==> src/rtl/core/dtdg_pkg.sv <==
`timescale 1ns / 1ps
// ----------------------------------------------------------------------------
// dtdg_pkg
// Shared types, constants and the sine table of the dual-tone DDS generator.
// ----------------------------------------------------------------------------
package dtdg_pkg;

  localparam int STEP_W  = 16;
  localparam int DUR_W   = 24;
  localparam int LEVEL_W = 8;
  localparam int SINE_AW = 8;
  localparam int HALF_W  = LEVEL_W - 1;

  typedef enum logic [1:0] {
    ACT_TICK    = 2'd0,
    ACT_TONES   = 2'd1,
    ACT_SILENCE = 2'd2
  } action_e;

  typedef struct packed {
    logic advance;
    logic load_step;
    logic clear;
  } tone_ctrl_t;

  localparam logic [6:0] QUARTER_WAVE [0:64] = '{
    7'd0,   7'd3,   7'd6,   7'd9,   7'd12,  7'd16,  7'd19,  7'd22,
    7'd25,  7'd28,  7'd31,  7'd34,  7'd37,  7'd40,  7'd43,  7'd46,
    7'd49,  7'd51,  7'd54,  7'd57,  7'd60,  7'd63,  7'd65,  7'd68,
    7'd71,  7'd73,  7'd76,  7'd78,  7'd81,  7'd83,  7'd85,  7'd88,
    7'd90,  7'd92,  7'd94,  7'd96,  7'd98,  7'd100, 7'd102, 7'd104,
    7'd106, 7'd107, 7'd109, 7'd111, 7'd112, 7'd113, 7'd115, 7'd116,
    7'd117, 7'd118, 7'd120, 7'd121, 7'd122, 7'd122, 7'd123, 7'd124,
    7'd125, 7'd125, 7'd126, 7'd126, 7'd126, 7'd127, 7'd127, 7'd127,
    7'd127
  };

  localparam logic [LEVEL_W-1:0] MID_LEVEL = 8'd128;

  // Full sine wave from the quarter table: 128 +/- quarter, range 1..255.
  function automatic logic [LEVEL_W-1:0] sine_lookup(input logic [SINE_AW-1:0] idx);
    logic [LEVEL_W-1:0] res;
    logic [SINE_AW:0]   wide;
    wide = {1'b0, idx};
    if (wide <= 9'd64) begin
      res = MID_LEVEL + {1'b0, QUARTER_WAVE[7'(idx)]};
    end else if (wide <= 9'd128) begin
      res = MID_LEVEL + {1'b0, QUARTER_WAVE[7'(9'd128 - wide)]};
    end else if (wide <= 9'd192) begin
      res = MID_LEVEL - {1'b0, QUARTER_WAVE[7'(wide - 9'd128)]};
    end else begin
      res = MID_LEVEL - {1'b0, QUARTER_WAVE[7'(9'd256 - wide)]};
    end
    return res;
  endfunction

endpackage

==> src/rtl/core/dtdg_if.sv <==
`timescale 1ns / 1ps
// ----------------------------------------------------------------------------
// dtdg_in_if / dtdg_out_if
// Valid/ready channels for commands and sample ticks in, levels out.
// ----------------------------------------------------------------------------
interface dtdg_in_if;
  logic        valid;
  logic        ready;
  logic [1:0]  action;
  logic [15:0] step_a;
  logic [15:0] step_b;
  logic [23:0] duration;

  modport source (output valid, output action, output step_a, output step_b,
                  output duration, input ready);
  modport sink   (input valid, input action, input step_a, input step_b,
                  input duration, output ready);
endinterface

interface dtdg_out_if;
  logic       valid;
  logic       ready;
  logic [7:0] level;
  logic       active;
  logic       rejected;

  modport source (output valid, output level, output active, output rejected,
                  input ready);
  modport sink   (input valid, input level, input active, input rejected,
                  output ready);
endinterface

==> src/rtl/core/dtdg_tone.sv <==
`timescale 1ns / 1ps
// ----------------------------------------------------------------------------
// dtdg_tone
// One tone voice: phase step, phase accumulator and halved sine lookup.
// ----------------------------------------------------------------------------
module dtdg_tone #(
  parameter int PHASE_BITS      = 16,
  parameter int TABLE_ADDR_BITS = 8
) (
  input  logic                        clk_i,
  input  logic                        rst_ni,
  input  dtdg_pkg::tone_ctrl_t        ctrl_i,
  input  logic [dtdg_pkg::STEP_W-1:0] step_i,
  output logic [dtdg_pkg::HALF_W-1:0] half_o
);
  import dtdg_pkg::*;

  localparam int SumW     = (PHASE_BITS > STEP_W) ? PHASE_BITS : STEP_W;
  localparam int KeepBits = (TABLE_ADDR_BITS < SINE_AW) ? TABLE_ADDR_BITS : SINE_AW;

  logic [PHASE_BITS-1:0] phase_q, phase_d, phase_next, inc_p;
  logic [STEP_W-1:0]     inc_q, inc_d;
  logic [SumW-1:0]       inc_wide;
  logic [KeepBits-1:0]   top_bits;
  logic [SINE_AW-1:0]    idx;
  logic [LEVEL_W-1:0]    sine;

  assign inc_wide   = SumW'(inc_q);
  assign inc_p      = inc_wide[PHASE_BITS-1:0];
  assign phase_next = phase_q + inc_p;

  // top address bits, scaled to the 256-entry table
  assign top_bits = phase_next[PHASE_BITS-1 -: KeepBits];
  assign idx      = SINE_AW'(top_bits) << (SINE_AW - KeepBits);
  assign sine     = sine_lookup(idx);
  assign half_o   = sine[LEVEL_W-1:1];

  always_comb begin
    phase_d = phase_q;
    inc_d   = inc_q;
    if (ctrl_i.clear) begin
      phase_d = '0;
      inc_d   = '0;
    end else if (ctrl_i.load_step) begin
      inc_d = step_i;
    end else if (ctrl_i.advance) begin
      phase_d = phase_next;
    end
  end

  always_ff @(posedge clk_i or negedge rst_ni) begin
    if (!rst_ni) begin
      phase_q <= '0;
      inc_q   <= '0;
    end else begin
      phase_q <= phase_d;
      inc_q   <= inc_d;
    end
  end

endmodule

==> src/rtl/core/dtdg_burst_ctrl.sv <==
`timescale 1ns / 1ps
// ----------------------------------------------------------------------------
// dtdg_burst_ctrl
// Burst counter, run flag and held level; decodes commands for both voices.
// ----------------------------------------------------------------------------
module dtdg_burst_ctrl (
  input  logic                         clk_i,
  input  logic                         rst_ni,
  input  logic                         fire_i,
  input  logic [1:0]                   action_i,
  input  logic [dtdg_pkg::DUR_W-1:0]   duration_i,
  input  logic [dtdg_pkg::HALF_W-1:0]  half_a_i,
  input  logic [dtdg_pkg::HALF_W-1:0]  half_b_i,
  output dtdg_pkg::tone_ctrl_t         tone_ctrl_o,
  output logic [dtdg_pkg::LEVEL_W-1:0] level_o,
  output logic                         active_o,
  output logic                         rejected_o
);
  import dtdg_pkg::*;

  logic [DUR_W-1:0]   samples_q, samples_d;
  logic               running_q, running_d;
  logic [LEVEL_W-1:0] held_q, held_d, level_new;
  logic               is_tick, is_cmd, is_tones, advance, start;

  always_comb begin
    is_tick  = 1'b0;
    is_cmd   = 1'b0;
    is_tones = 1'b0;
    case (action_i)
      ACT_TICK:    is_tick = 1'b1;
      ACT_TONES: begin
        is_cmd   = 1'b1;
        is_tones = 1'b1;
      end
      ACT_SILENCE: is_cmd = 1'b1;
      default:     ;
    endcase
  end

  assign level_new = LEVEL_W'(half_a_i) + LEVEL_W'(half_b_i);
  assign advance   = fire_i && is_tick && running_q;
  assign start     = fire_i && is_cmd && !running_q && (duration_i != '0);

  assign tone_ctrl_o.advance   = advance;
  assign tone_ctrl_o.load_step = start && is_tones;
  assign tone_ctrl_o.clear     = start && !is_tones;

  always_comb begin
    samples_d = samples_q;
    running_d = running_q;
    held_d    = held_q;
    if (advance) begin
      samples_d = samples_q - DUR_W'(1);
      running_d = (samples_q != DUR_W'(1));
      held_d    = level_new;
    end else if (start) begin
      samples_d = duration_i;
      running_d = 1'b1;
    end
  end

  assign level_o    = held_d;
  assign active_o   = running_d;
  assign rejected_o = is_cmd && running_q;

  always_ff @(posedge clk_i or negedge rst_ni) begin
    if (!rst_ni) begin
      samples_q <= '0;
      running_q <= 1'b0;
      held_q    <= '0;
    end else begin
      samples_q <= samples_d;
      running_q <= running_d;
      held_q    <= held_d;
    end
  end

endmodule

==> src/rtl/core/dual_tone_dds_generator_top.sv <==
`timescale 1ns / 1ps
// ----------------------------------------------------------------------------
// dual_tone_dds_generator_top
// Two-tone DDS producing a PWM compare level from sample ticks and commands.
// ----------------------------------------------------------------------------
// One transaction is taken per clock cycle while the output is not stalled,
// and every transaction returns exactly one result: an input register, then
// a stage that advances both phase accumulators, looks up the sine table and
// sums the halved values, then the result register. A full result register
// stalls the input side only when the input register is also full and the
// output is not being drained. Commands sent while a burst runs come back
// with rejected set; zero-length bursts are ignored. Phase steps and burst
// lengths are given in accumulator units and sample ticks.
module dual_tone_dds_generator_top #(
  parameter int PHASE_BITS      = 16,
  parameter int TABLE_ADDR_BITS = 8
) (
  input  logic       clk_i,
  input  logic       rst_ni,
  dtdg_in_if.sink    in_i,
  dtdg_out_if.source out_o
);
  import dtdg_pkg::*;

  logic               s1_valid_q, s1_valid_d;
  logic [1:0]         action_q;
  logic [STEP_W-1:0]  step_a_q, step_b_q;
  logic [DUR_W-1:0]   duration_q;
  logic               out_valid_q, out_valid_d;
  logic [LEVEL_W-1:0] level_q, level_d;
  logic               active_q, active_d, rejected_q, rejected_d;
  logic               out_free, fire, in_accept;
  logic [HALF_W-1:0]  half_a, half_b;
  tone_ctrl_t         tone_ctrl;

  assign out_free  = !out_valid_q || out_o.ready;
  assign fire      = s1_valid_q && out_free;
  assign in_i.ready = !s1_valid_q || out_free;
  assign in_accept = in_i.valid && in_i.ready;

  assign s1_valid_d  = in_accept ? 1'b1 : (fire ? 1'b0 : s1_valid_q);
  assign out_valid_d = fire ? 1'b1 : (out_o.ready ? 1'b0 : out_valid_q);

  always_ff @(posedge clk_i or negedge rst_ni) begin
    if (!rst_ni) begin
      s1_valid_q  <= 1'b0;
      out_valid_q <= 1'b0;
    end else begin
      s1_valid_q  <= s1_valid_d;
      out_valid_q <= out_valid_d;
    end
  end

  always_ff @(posedge clk_i) begin
    if (in_accept) begin
      action_q   <= in_i.action;
      step_a_q   <= in_i.step_a;
      step_b_q   <= in_i.step_b;
      duration_q <= in_i.duration;
    end
    if (fire) begin
      level_q    <= level_d;
      active_q   <= active_d;
      rejected_q <= rejected_d;
    end
  end

  dtdg_tone #(
    .PHASE_BITS      (PHASE_BITS),
    .TABLE_ADDR_BITS (TABLE_ADDR_BITS)
  ) u_tone_a (
    .clk_i  (clk_i),
    .rst_ni (rst_ni),
    .ctrl_i (tone_ctrl),
    .step_i (step_a_q),
    .half_o (half_a)
  );

  dtdg_tone #(
    .PHASE_BITS      (PHASE_BITS),
    .TABLE_ADDR_BITS (TABLE_ADDR_BITS)
  ) u_tone_b (
    .clk_i  (clk_i),
    .rst_ni (rst_ni),
    .ctrl_i (tone_ctrl),
    .step_i (step_b_q),
    .half_o (half_b)
  );

  dtdg_burst_ctrl u_ctrl (
    .clk_i       (clk_i),
    .rst_ni      (rst_ni),
    .fire_i      (fire),
    .action_i    (action_q),
    .duration_i  (duration_q),
    .half_a_i    (half_a),
    .half_b_i    (half_b),
    .tone_ctrl_o (tone_ctrl),
    .level_o     (level_d),
    .active_o    (active_d),
    .rejected_o  (rejected_d)
  );

  assign out_o.valid    = out_valid_q;
  assign out_o.level    = level_q;
  assign out_o.active   = active_q;
  assign out_o.rejected = rejected_q;

endmodule

==> src/flat_wrapper.sv <==
// flat-port wrapper written by rule: the top's interface ports become plain ports
module dual_tone_dds_generator_top_flat import dtdg_pkg::*;
#(
  parameter int PHASE_BITS      = 16,
  parameter int TABLE_ADDR_BITS = 8
)
  (clk_i, rst_ni, in_i_valid, in_i_action, in_i_step_a, in_i_step_b, in_i_duration, in_i_ready, out_o_valid, out_o_level, out_o_active, out_o_rejected, out_o_ready);
  dtdg_in_if in_i_i ();
  dtdg_out_if out_o_i ();
  input  logic clk_i;
  input  logic rst_ni;
  input wire logic [$bits(in_i_i.valid)-1:0] in_i_valid;
  input wire logic [$bits(in_i_i.action)-1:0] in_i_action;
  input wire logic [$bits(in_i_i.step_a)-1:0] in_i_step_a;
  input wire logic [$bits(in_i_i.step_b)-1:0] in_i_step_b;
  input wire logic [$bits(in_i_i.duration)-1:0] in_i_duration;
  output wire logic [$bits(in_i_i.ready)-1:0] in_i_ready;
  output wire logic [$bits(out_o_i.valid)-1:0] out_o_valid;
  output wire logic [$bits(out_o_i.level)-1:0] out_o_level;
  output wire logic [$bits(out_o_i.active)-1:0] out_o_active;
  output wire logic [$bits(out_o_i.rejected)-1:0] out_o_rejected;
  input wire logic [$bits(out_o_i.ready)-1:0] out_o_ready;
  assign in_i_i.valid = in_i_valid;
  assign in_i_i.action = in_i_action;
  assign in_i_i.step_a = in_i_step_a;
  assign in_i_i.step_b = in_i_step_b;
  assign in_i_i.duration = in_i_duration;
  assign in_i_ready = in_i_i.ready;
  assign out_o_valid = out_o_i.valid;
  assign out_o_level = out_o_i.level;
  assign out_o_active = out_o_i.active;
  assign out_o_rejected = out_o_i.rejected;
  assign out_o_i.ready = out_o_ready;
  dual_tone_dds_generator_top #(.PHASE_BITS(PHASE_BITS), .TABLE_ADDR_BITS(TABLE_ADDR_BITS)) u_core (.clk_i(clk_i), .rst_ni(rst_ni), .in_i(in_i_i), .out_o(out_o_i));
endmodule
==> config.mk <==
export PLATFORM = sky130hd
export DESIGN_NAME = dual_tone_dds_generator_top_flat
export DESIGN_NICKNAME = d
export VERILOG_FILES = /design/src/rtl/core/dtdg_pkg.sv /design/src/rtl/core/dtdg_if.sv /design/src/rtl/core/dtdg_tone.sv /design/src/rtl/core/dtdg_burst_ctrl.sv /design/src/rtl/core/dual_tone_dds_generator_top.sv /design/src/flat_wrapper.sv
export SDC_FILE = /design/constraint.sdc
export NUM_CORES = 1
export LEC_CHECK = 0
export ABC_AREA = 1
export BUFFER_PORTS_ARGS = -buffer_cell sky130_fd_sc_hd__buf_4
export CAP_MARGIN = 20
export CORE_MARGIN = 3
export CORE_UTILIZATION = 40
export CTS_BUF_LIST = sky130_fd_sc_hd__clkbuf_4 sky130_fd_sc_hd__clkbuf_8
export DETAILED_ROUTE_END_ITERATION = 7
export HOLD_SLACK_MARGIN = 0.1
export SYNTH_ARGS = -nofsm -noshare
export SYNTH_HDL_FRONTEND = slang
export SYNTH_HIERARCHICAL = 1
export SYNTH_SLANG_ARGS = --single-unit
==> constraint.sdc <==
create_clock -name clk_i -period 5.4 [get_ports clk_i]
set_clock_uncertainty 0.2 [all_clocks]
set_input_delay 0.54 -clock clk_i [delete_from_list [all_inputs] [get_ports clk_i]]
set_output_delay 0.54 -clock clk_i [all_outputs]
set_load 0.005 [all_outputs]
Yosys cells after proc, flatten, opt, wreduce, memory -nomap -nowiden
Memory sizes are Yosys's and may differ from the RTL's.
Index checks and enable logic that the tools add are counted.
- reductions and logical operators: 25
- order comparisons: 14
- equal/unequal tests: 4
- add/sub/neg operators: 18
- bitwise gates (word level): 8
- muxes and demuxes: 44
- operators by type and width (operator ; count):
    2-to-1 mux 16 bit ; 10
    2-to-1 mux 7 bit ; 16
    greater-or-equal comparator 8 bit, second input constant ; 8
    NOT 7 -> 8 bit ; 8
    2-to-1 mux 8 bit ; 7
    2-to-1 mux 24 bit ; 2
    adder 16 bit ; 2
    adder 8 x 7 -> 8 bit, first input constant ; 4
    less-or-equal comparator 8 bit, second input constant ; 4
    subtractor 8 x 7 -> 8 bit, first input constant ; 4
    subtractor 1 x 7 -> 7 bit, first input constant ; 4
    inequality test 24 x 1 -> 1 bit, second input constant ; 1
    nonzero test 24 bit ; 1
    subtractor 24 x 1 -> 24 bit, second input constant ; 1
    less-or-equal comparator 8 x 7 -> 1 bit, second input constant ; 2
    subtractor 7 x 1 -> 7 bit, second input constant ; 2
    logical AND 1 bit ; 10
    nonzero test 2 bit ; 5
    2-to-1 mux 1 bit ; 9
    adder 7 x 7 -> 8 bit ; 1
    logical NOT 1 bit ; 4
    equality test 2 x 1 -> 1 bit, second input constant ; 1
    equality test 2 bit, second input constant ; 1
    logical NOT 2 bit ; 1
    other kinds (4) ; 5
- logic and storage cells: 137
- memories: 8
- output and inout port bits: 12
- memory bits (read-only): 7168
- register bits after elaboration: 167
- memory list (memory ; depth ; bits a word ; read ports ; clocked after memory_dff ; wr ports ; RTL line ; text):
    (no name shown) ; 128 ; 7 ; 1 ; 0 ; 0 ; dtdg_pkg.sv:52 ; res = MID_LEVEL - {1'b0, QUARTER_WAVE[7'(9'd256 - wide)]};
    (no name shown) ; 128 ; 7 ; 1 ; 0 ; 0 ; dtdg_pkg.sv:50 ; res = MID_LEVEL - {1'b0, QUARTER_WAVE[7'(wide - 9'd128)]};
    (no name shown) ; 128 ; 7 ; 1 ; 0 ; 0 ; dtdg_pkg.sv:48 ; res = MID_LEVEL + {1'b0, QUARTER_WAVE[7'(9'd128 - wide)]};
    (no name shown) ; 128 ; 7 ; 1 ; 0 ; 0 ; dtdg_pkg.sv:46 ; res = MID_LEVEL + {1'b0, QUARTER_WAVE[7'(idx)]};
    (no name shown) ; 128 ; 7 ; 1 ; 0 ; 0 ; dtdg_pkg.sv:52 ;
    (no name shown) ; 128 ; 7 ; 1 ; 0 ; 0 ; dtdg_pkg.sv:50 ;
    +2 memories ; n/a ; n/a ; n/a ; n/a ; n/a ; n/a ;

Logic depth before layout (Yosys ltp)
Gate-level depths: netlist of run 1.
- depth in word-level cells: 12
- gate-level depth with buffers: 42
- depth with buffers taken out: 41

Modules after synthesis
The synthesis of run 1 kept the hierarchy.
- by module, submodules not included (module ; cells each ; sequential area each (um^2) ; area each (um^2) ; times used):
    dtdg_tone (u_core.u_tone_b) ; 677 ; 800.8 ; 4093.9 ; 1
    dtdg_tone (u_core.u_tone_a) ; 677 ; 800.8 ; 3993.8 ; 1
    dtdg_burst_ctrl ; 387 ; 825.8 ; 2596.2 ; 1
    dual_tone_dds_generator_top ; 80 ; 2092.0 ; 2137.0 ; 1

Least setup slack after synthesis of run 1
No wires, ideal clock.
- path type: reg2reg
- from: register u_core.u_tone_b.phase_q[0]
- to: register u_core.level_q[6] (netlist: u_core/out_o.level[6]) (data pin)
- data arrival time: 4658 ps
- cell stages (with the launch flop): 35
- period minus slack after synthesis: 5116 ps
- path slack: 284 ps
- data required time: 4943 ps
- cells stage by stage: dfrtp_1 ha_1 inv_1 fa_1 inv_1 nand2_1 nand2_1 nand3_1 nand2_1 nand2_1 nand2_2 buf_2 ha_1 nand3_2 nand2_2 buf_2 nand2_1 nand2_1 nand2_1 a21oi_1 nand2_1 nand3_1 nand2_1 ha_1 o21ai_0 o21ai_0 ha_1 inv_1 fa_1 o21ai_0 nand3_1 nand2_1 nand2_1 nand3_1 nand2_1
- word-level cells in the longest chain between the ends: 12
- elaborated cells on any way between the ends: 32
- ends and longest elaborated chain (what ; RTL line ; text):
    start, declared ; dtdg_tone.sv:21 ; logic [PHASE_BITS-1:0] phase_q, phase_d, phase_next, inc_p;
    start signal, assigned ; dtdg_tone.sv:56 ; phase_q <= phase_d;
    adder 16 bit (*) ; dtdg_tone.sv:30 ; assign phase_next = phase_q + inc_p;
    subtractor 1 x 7 -> 7 bit or subtractor 7 x 1 -> 7 bit (tied branches) ; dtdg_pkg.sv:48, dtdg_pkg.sv:52, dtdg_pkg.sv:50 ;
    NOT 7 -> 8 bit (on tied branches) ; dtdg_pkg.sv:48, dtdg_pkg.sv:52, dtdg_pkg.sv:50 ;
    memory read (128 x 7 bit) (on tied branches) ; n/a ;
    2-to-1 mux 7 bit (on tied branches) (2 in series) ; dtdg_pkg.sv:52, dtdg_pkg.sv:50 ;
    subtractor 8 x 7 -> 8 bit (on tied branches) ; dtdg_pkg.sv:52, dtdg_pkg.sv:50 ;
    2-to-1 mux 8 bit ; dtdg_pkg.sv:49 ; end else if (wide <= 9'd192) begin
    2-to-1 mux 8 bit ; dtdg_pkg.sv:47 ; end else if (wide <= 9'd128) begin
    2-to-1 mux 8 bit (*) ; dtdg_pkg.sv:45 ; if (wide <= 9'd64) begin
    named net u_core.half_b[0] ; dual_tone_dds_generator_top.sv:33 ; logic [HALF_W-1:0] half_a, half_b;
    adder 7 x 7 -> 8 bit (*) ; dtdg_burst_ctrl.sv:41 ; assign level_new = LEVEL_W'(half_a_i) + LEVEL_W'(half_b_i);
    2-to-1 mux 8 bit (*) ; dtdg_burst_ctrl.sv:53 ; if (advance) begin
    named net u_core.level_d[6] ; dual_tone_dds_generator_top.sv:30 ; logic [LEVEL_W-1:0] level_q, level_d;
    end signal, assigned ; dual_tone_dds_generator_top.sv:62 ; level_q <= level_d;
    end, declared ; dual_tone_dds_generator_top.sv:30 ;
The timed path passes the listed nets; every way through them passes the cells marked *. The select of a mux whose other input is x is not followed.
A chain may end at the register's enable or synchronous reset.

Final worst setup path of run 1
- from: register u_core.u_tone_a.phase_q[0]
- to: register u_core.level_q[4] (netlist: u_core/out_o.level[4]) (data pin)
- word-level cells in the longest chain between the ends: 12
- elaborated cells on any way between the ends: 32
- ends and longest elaborated chain (what ; RTL line):
    start, declared ; dtdg_tone.sv:21
    start signal, assigned ; dtdg_tone.sv:56
    adder 16 bit (*) ; dtdg_tone.sv:30
    subtractor 1 x 7 -> 7 bit or subtractor 7 x 1 -> 7 bit (tied branches) ; dtdg_pkg.sv:48, dtdg_pkg.sv:52, dtdg_pkg.sv:50
    NOT 7 -> 8 bit (on tied branches) ; dtdg_pkg.sv:48, dtdg_pkg.sv:52, dtdg_pkg.sv:50
    memory read (128 x 7 bit) (on tied branches) ; n/a
    2-to-1 mux 7 bit (on tied branches) (2 in series) ; dtdg_pkg.sv:52, dtdg_pkg.sv:50
    subtractor 8 x 7 -> 8 bit (on tied branches) ; dtdg_pkg.sv:52, dtdg_pkg.sv:50
    2-to-1 mux 8 bit ; dtdg_pkg.sv:49
    2-to-1 mux 8 bit ; dtdg_pkg.sv:47
    2-to-1 mux 8 bit (*) ; dtdg_pkg.sv:45
    named net u_core.half_a[3] ; dual_tone_dds_generator_top.sv:33
    adder 7 x 7 -> 8 bit (*) ; dtdg_burst_ctrl.sv:41
    2-to-1 mux 8 bit (*) ; dtdg_burst_ctrl.sv:53
    named net u_core.level_d[4] ; dual_tone_dds_generator_top.sv:30
Marks and branches as above.

==> reports/results.md, run 1 <==
| Result | This run |
|---|---|
| Setup repair after global routing missed its margin | no |
| I/O pin total | 74 |
| Synthesis warning total | 6 |
| Peak per-stage delay on the critical path | 0.36 ns |
| Fraction of final layout cells sized beyond drive strength 1 | 16.2% |
| Number of nets in the finished design | 2,107 |
| Count of final setup violators | 0 |
| Number of iterations in the first detailed-routing pass | 5 |
| Run status | complete, no violations |
| Fraction of registers with async set/reset | 59.3% |
| Cell at the root of the clock tree | sky130_fd_sc_hd__clkbuf_8 |
| Total number of vias | 12,500 |
| Final critical delay including setup and external delays | 4.96 ns |
| Final Worst Setup Slack | 0.445 ns |
| Initial cell density of the core | 41.3% |
| Placeable core region | 31,100 um^2 |
| Commonest non-fill, non-tap cell in the layout | sky130_fd_sc_hd__nand2_1 |
| Mean area per synthesized cell | 7.04 um^2 |
| Type of the most critical hold path | reg2reg |
| Startpoint type of the worst setup path | flop |
| Via density per instance | 5.22 |
| Clock net sink count | 167 |
| Worst-skew pair later-pin latency | 0.48 ns |
| Max-cap viol count | 0 |
| Gate count after technology mapping | 1,821 |
| Hold Vio Cnt, Final | 0 |
| Antenna violations before repair | 0 |
| Dominant cell type by count on the critical path | sky130_fd_sc_hd__nand2_1 |
| Global route total overflow | 0 |
| Post-synth top area share | 19.3% |
| Clock transition time at the flip-flop clock pins of the worst setup and hold paths | 0.10 ns |
| Routed Antenna Nets | 0 |
| Total CTS buffers | 17 |
| Highest Clock Rate | 202 MHz |
| Vias in the first global route | 11,700 |
| Worst reg2reg path startpoint | u_core/u_tone_a/phase_q[0] |
| Total wire length | 34,800 um |
| Multi-input logic area | 7310 um^2 |
| Fillcell total | 3,092 |
| Area Growth Syn to Fin | 18.1% |
| Worst setup path category | reg2reg |
| Number of pins with negative max-slew slack in the final report | 0 |
| Max Fanout on Critical Path | 7 |
| Count of antenna diodes in the layout | 0 |
| Total of buffers placed on input and output ports | 73 |
| Die span in y | 185 um |
| Global-route wire length before repair | 57,500 um |
| Type of destination of the critical path | flop |
| FF+latch count, synth | 167 |
| Dominant delay contributor by cell family on the critical path | simple AND/OR/NAND/NOR gates |
| Post-synthesis instance area | 12,800 um^2 |
| Most used flip-flop cell after synthesis | sky130_fd_sc_hd__dfrtp_1 |
| Tcrit/Tclk final | 91.8% |
| Global-route usage over all layers | 20.5% |
| Highest-delay cell along the critical path | sky130_fd_sc_hd__dfrtp_1 |
| Dominant cells by area after synthesis | sky130_fd_sc_hd__dfrtp_1, sky130_fd_sc_hd__nand2_1, sky130_fd_sc_hd__edfxtp_1 |
| Drt drc | 0 |
| Largest net degree at the start of global routing | 62 |
| Count of cell types in the netlist | 54 |
| # H-tree levels | 4 |
| Cell type with the highest aggregate area in the netlist | sky130_fd_sc_hd__dfrtp_1 |
| Footprint of the flip-flops and latches | 4520 um^2 |
| Portion of the post-synthesis area used by sequential elements | 35.2% |
| Slew margin rel. | 34.5% |
| Die Area | 34,200 um^2 |
| Required time at the worst-slack endpoint | 5.40 ns |
| Worst setup slack before clock tree synthesis | -0.0304 ns |
| TritonCTS clock tree | done |
| Max clock buf depth | 2 |
| Number of placement rows | 64 |
| EDFF count, synth | 68 |
| Net count after synthesis | 1,945 |
| Number of design-rule violations left by the first detailed-router iteration | 862 |
| Worst Tran Pin Value | 0.982 ns |
| Worst Hold Launch | u_core/step_a_q[4] |
| Worst setup path startpoint | u_core/u_tone_a/phase_q[0] |
| Routed WL per cell | 14.6 um |
| Routability congestion estimate from global placement | 0.918 |
| Data arrival time of the worst path | 4.95 ns |
| Width of the die | 185 um |
| Highest-count cells in the layout ignoring fill and taps | sky130_fd_sc_hd__nand2_1, sky130_fd_sc_hd__nand3_1, sky130_fd_sc_hd__inv_1 |
| Buffering stage count on the worst path with inverters included | 7 |
| Detailed placement HPWL | 25,600 um |
cell usage after synthesis, drive strengths merged, types with 5 or more instances:
cell and count:
nand2 641, nand3 255, o21ai 82, edfxtp 68, a31oi 5, xor2 7
ha 59, and2 7, a21oi 49, buf 34, dfrtp 99, nand4 43
clkbuf 12, or2 5, nor3 8, o22ai 24, o211ai 6, inv 215
nor2 159, a21o 5
sequential cells by signal, summed over array words and instances, names as in the netlist, 8 cells and up:
name and cells:
u_core/duration_q 24, u_core/u_ctrl/samples_q 24, u_core/step_a_q 16, u_core/step_b_q 16, u_core/u_tone_a/inc_p 16, u_core/u_tone_a/phase_q 16, u_core/u_tone_b/inc_p 16, u_core/u_tone_b/phase_q 16
u_core/out_o.level 8, u_core/u_ctrl/held_q 8
logic make-up (layout without fill, tap and decap cells):
| logic type | after synthesis | in the layout | share of synthesized area (%) |
|---|---|---|---|
| AO/OA/AOI/OAI | 193 | 193 | 8.95 |
| flip-flops | 167 | 167 | 35.2 |
| buffers and inverters | 265 | 439 | 8.86 |
| adder cells (fa/ha/maj) | 62 | 62 | 6.23 |
| AND/OR/NAND/NOR | 1124 | 1125 | 39.9 |
| XOR/XNOR | 10 | 10 | 0.859 |
layout make-up:
cell class / count / area share [%]
Multi-Input combinational cell: 1390 / 48.2
Sequential cell: 167 / 29.8
Timing Repair Buffer: 188 / 10.4
Inverter: 219 / 5.46
Tap cell: 396 / 3.27
Clock buffer: 17 / 1.54
Clock inverter: 15 / 1.24
worst paths after layout:
path                                                    end  slack (ns)  cells past startpoint
worst max-delay path                  u_core/out_o.level[4]        0.44                     39
worst min-delay path               u_core/u_tone_a/inc_p[4]        0.27                      2
worst max register to register        u_core/out_o.level[4]        0.44                     39
worst min register to register     u_core/u_tone_a/inc_p[4]        0.27                      2
max in group asynchronous       u_core/u_tone_b/phase_q[10]        3.42                      3
min in group asynchronous        u_core/u_tone_a/phase_q[9]        0.50                      2
routing by layer:
metal  vias up  routed length, um  part of all wire (%)  track usage [%]
met4         0                769                   2.2             6.42
met5         -                  0                     0                0
met2       376              16500                    47             34.8
li1       6321                  -                     -                -
met3        49               1670                   4.8             2.71
met1      5745              15900                    46             27.4
tightest hold or removal path: cells and delay by family, from the launching register on:
| family | cells | cell delay (ns) |
|---|---|---|
| simple gates | 2 | 0.13 |
| flops | 1 | 0.33 |
repair_timing:
action | in CTS | in global routing
endpoints found under the setup margin | 2 | 9
hold buffers | 62 | 0
hold endpoints to repair | 120 | 0
gates cloned | 0 | 1
pin swaps | 0 | 11
gates resized for setup | 1 | 38
setup buffers | 0 | 4
metrics by stage:
step                cell area [um^2]  std cells  TNS (ns)  hold slack, ns  utilization (%)
finish                         15100       2392         0           0.270             48.7
global route                   15100       2392         0           0.288             48.7
CTS                            15000       2387         0           0.271             48.2
detailed placement             13900       2293   -0.0512           0.260             44.8
global placement               13900       2293         0           0.257             44.8
floorplan                      12800       1821         0          0.0444                -
Power of run 1 is not shown: default switching activity piles up to over one toggle a cycle in this logic, so the estimate is an artifact.
==> run 2: changes to the inputs <==
--- a/config.mk
+++ b/config.mk
@@ -7,12 +7,13 @@
 export LEC_CHECK = 0
 export ABC_AREA = 1
 export BUFFER_PORTS_ARGS = -buffer_cell sky130_fd_sc_hd__buf_4
-export CAP_MARGIN = 20
 export CORE_MARGIN = 3
 export CORE_UTILIZATION = 40
 export CTS_BUF_LIST = sky130_fd_sc_hd__clkbuf_4 sky130_fd_sc_hd__clkbuf_8
 export DETAILED_ROUTE_END_ITERATION = 7
 export HOLD_SLACK_MARGIN = 0.1
+export MAX_ROUTING_LAYER = met4
+export PLACE_DENSITY_LB_ADDON = 0.25
 export SYNTH_ARGS = -nofsm -noshare
 export SYNTH_HDL_FRONTEND = slang
 export SYNTH_HIERARCHICAL = 1
==> run 2 against run 1 <==
Effect of this change: critical path depth fell by 3; global-route usage rose by 1.3 points; wire length rose by 1.4%; sequential cell count did not move; via count fell by 1.1%; sequential share of layout area rose by 0.089 points; critical endpoint is now u_core/out_o.level[6]; setup slack got worse by 0.037 ns; die area did not move; core utilization fell by 0.15 points; clock-buffer cell count rose by 2; non-clock buffer count fell by 4; largest cell class unchanged; register-to-register slack got worse by 0.04 ns.
==> reports/results.md, run 2 (same netlist as run 1, synthesis figures left out) <==
| Result | This run |
|---|---|
| Run status | complete, no violations |
| Number of cells on the worst reg-to-reg path | 36 |
| Global route total overflow | 0 |
| Slew margin rel. | 45.9% |
| Placed Instances | 2,290 |
| Placeable core region | 31,100 um^2 |
| Number of design-rule violations left by the first detailed-router iteration | 1,003 |
| Required time at the worst-slack endpoint | 5.46 ns |
| Number of iterations in the first detailed-routing pass | 6 |
| Width of the die | 185 um |
| Startpoint type of the worst setup path | flop |
| Cell at the root of the clock tree | sky130_fd_sc_hd__clkbuf_8 |
| Highest-count cells in the layout ignoring fill and taps | sky130_fd_sc_hd__nand2_1, sky130_fd_sc_hd__nand3_1, sky130_fd_sc_hd__inv_1 |
| Initial cell density of the core | 41.3% |
| Fraction of met3 tracks used by global routing | 2.87% |
| Count of antenna diodes in the layout | 0 |
| Worst Tran Pin Value | 0.811 ns |
| Type of destination of the critical path | flop |
| Final Worst Setup Slack | 0.408 ns |
| Data arrival time of the worst path | 5.05 ns |
| Setup slack of the worst register-to-register path | 0.41 ns |
| Area Growth Syn to Fin | 17.8% |
| Final critical delay including setup and external delays | 4.99 ns |
| Hold Vio Cnt, Final | 0 |
| TritonCTS clock tree | done |
| Highest Clock Rate | 200 MHz |
| Footprint of the flip-flops and latches | 4520 um^2 |
| Global routing's busiest layer | met2 |
| Number of pins with negative max-slew slack in the final report | 0 |
| Worst setup slack before clock tree synthesis | -0.0330 ns |
| Highest-delay cell along the critical path | sky130_fd_sc_hd__dfrtp_1 |
| Post-placement cell area | 13,900 um^2 |
| Fraction of final layout cells sized beyond drive strength 1 | 15.7% |
| Die span in y | 185 um |
| Total wire length | 35,300 um |
| Routed Antenna Nets | 0 |
| Global-route usage over all layers | 21.8% |
| Type of the most critical hold path | reg2reg |
| Clock net sink count | 167 |
| Fillcell total | 3,082 |
| Max Fanout on Critical Path | 8 |
| Total number of vias | 12,400 |
| Number of placement rows | 64 |
| Max-cap viol count | 0 |
| Largest net degree at the start of global routing | 59 |
| Worst setup path category | reg2reg |
| Met1 Track Usage GR | 28.4% |
| Via density per instance | 5.17 |
| Largest registers | u_core/duration_q: 24 flops, u_core/u_ctrl/samples_q: 24 flops |
| Layout Cell Area excl Fill | 15,100 um^2 |
| Multi-input logic area | 7330 um^2 |
| Commonest non-fill, non-tap cell in the layout | sky130_fd_sc_hd__nand2_1 |
| Reg2reg end | u_core/out_o.level[6] |
| Antenna violations before repair | 0 |
| Worst setup path startpoint | u_core/u_tone_b/phase_q[0] |
| Dominant cell type by count on the critical path | sky130_fd_sc_hd__nand2_1 |
| Capturing element of the worst setup path | u_core/out_o.level[6] |
| Peak per-stage delay on the critical path | 0.37 ns |
| Global-route wire length before repair | 59,300 um |
| # H-tree levels | 4 |
| Routability congestion estimate from global placement | 0.962 |
| Count of final setup violators | 0 |
| Hold_ws | 0.279 ns |
| Number of nets in the finished design | 2,103 |
| Total of buffers placed on input and output ports | 73 |
| Die Area | 34,200 um^2 |
| Worst reg2reg path startpoint | u_core/u_tone_b/phase_q[0] |
| Routed WL per cell | 14.8 um |
| Final Instance Count excl. Fillers | 2,388 |
| Clock transition time at the flip-flop clock pins of the worst setup and hold paths | 0.12 ns |
| Tcrit/Tclk final | 92.4% |
| Worst-skew pair later-pin latency | 0.49 ns |
| Total CTS buffers | 17 |
| Met2 Usage GRT | 36.2% |
| Vias in the first global route | 12,000 |
| Max clock buf depth | 2 |
| Detailed placement HPWL | 25,900 um |
| Drt drc | 0 |
| I/O pin total | 74 |
[run 2: changes by cell type in the layout (fill, tap and decap cells not counted), moves of 3 or more]
| cell | previous run | this run |
|---|---|---|
| sky130_fd_sc_hd__buf_4 | 125 | 122 |
| sky130_fd_sc_hd__nand2_2 | 42 | 36 |
| sky130_fd_sc_hd__inv_2 | 26 | 23 |
| sky130_fd_sc_hd__nand2_1 | 588 | 592 |
[run 2: layout make-up]
| class | count | area share [%] |
|---|---|---|
| multi-input combinational | 1390 | 48.5 |
| sequential | 167 | 29.9 |
| timing repair buffer | 184 | 10.2 |
| inverter | 219 | 5.49 |
| tap | 396 | 3.28 |
| clock buffer | 19 | 1.69 |
| clock inverter | 13 | 0.895 |
[run 2: routing by layer]
layer  vias to the layer above  share of wire, %
met2                       300                49
met4                         0               1.2
met1                      5725                46
met3                        27               3.9
met5                         -                 0
li1                       6299                 -
[run 2: worst min path at each step]
stage	to	start	cells past startpoint	slack, ns
3_5_place_dp	u_core/u_ctrl/held_q[7]	u_core/u_ctrl/held_q[7]	2	0.26
2_1_floorplan	u_core/out_o.valid	rst_ni	0	0.04
5_1_grt	u_core/u_tone_b/inc_p[6]	u_core/step_b_q[6]	2	0.30
4_1_cts	u_core/u_tone_b/inc_p[6]	u_core/step_b_q[6]	2	0.28
3_3_place_gp	u_core/u_tone_b/inc_p[15]	u_core/step_b_q[15]	2	0.26
6_report	u_core/u_tone_b/inc_p[6]	u_core/step_b_q[6]	2	0.28
[run 2: worst max-delay path: cells and delay by family, from the launching register on]
kind / cells / cell delay [ns]
simple gates: 22 / 1.70
fa+ha+maj: 5 / 1.37
flops: 1 / 0.37
compound gates: 3 / 0.57
buf+inv: 6 / 0.58
[run 2: stage by stage]
step | util, % | TNS, ns
2_1_floorplan | - | 0
3_3_place_gp | 44.8 | 0
3_5_place_dp | 44.8 | -0.0330
4_1_cts | 48.0 | 0
5_1_grt | 48.6 | -0.0671
6_report | 48.6 | 0
[run 2: what timing repair did]
item | CTS | global route
hold buffers | 62 | 0
gates cloned | 0 | 1
pin swaps | 0 | 9
gates resized for setup | 1 | 35
hold endpoints to repair | 105 | 0
buffers inserted | 0 | 3
setup endpoints to repair | 2 | 12
Power of run 2 is left out for the same reason.
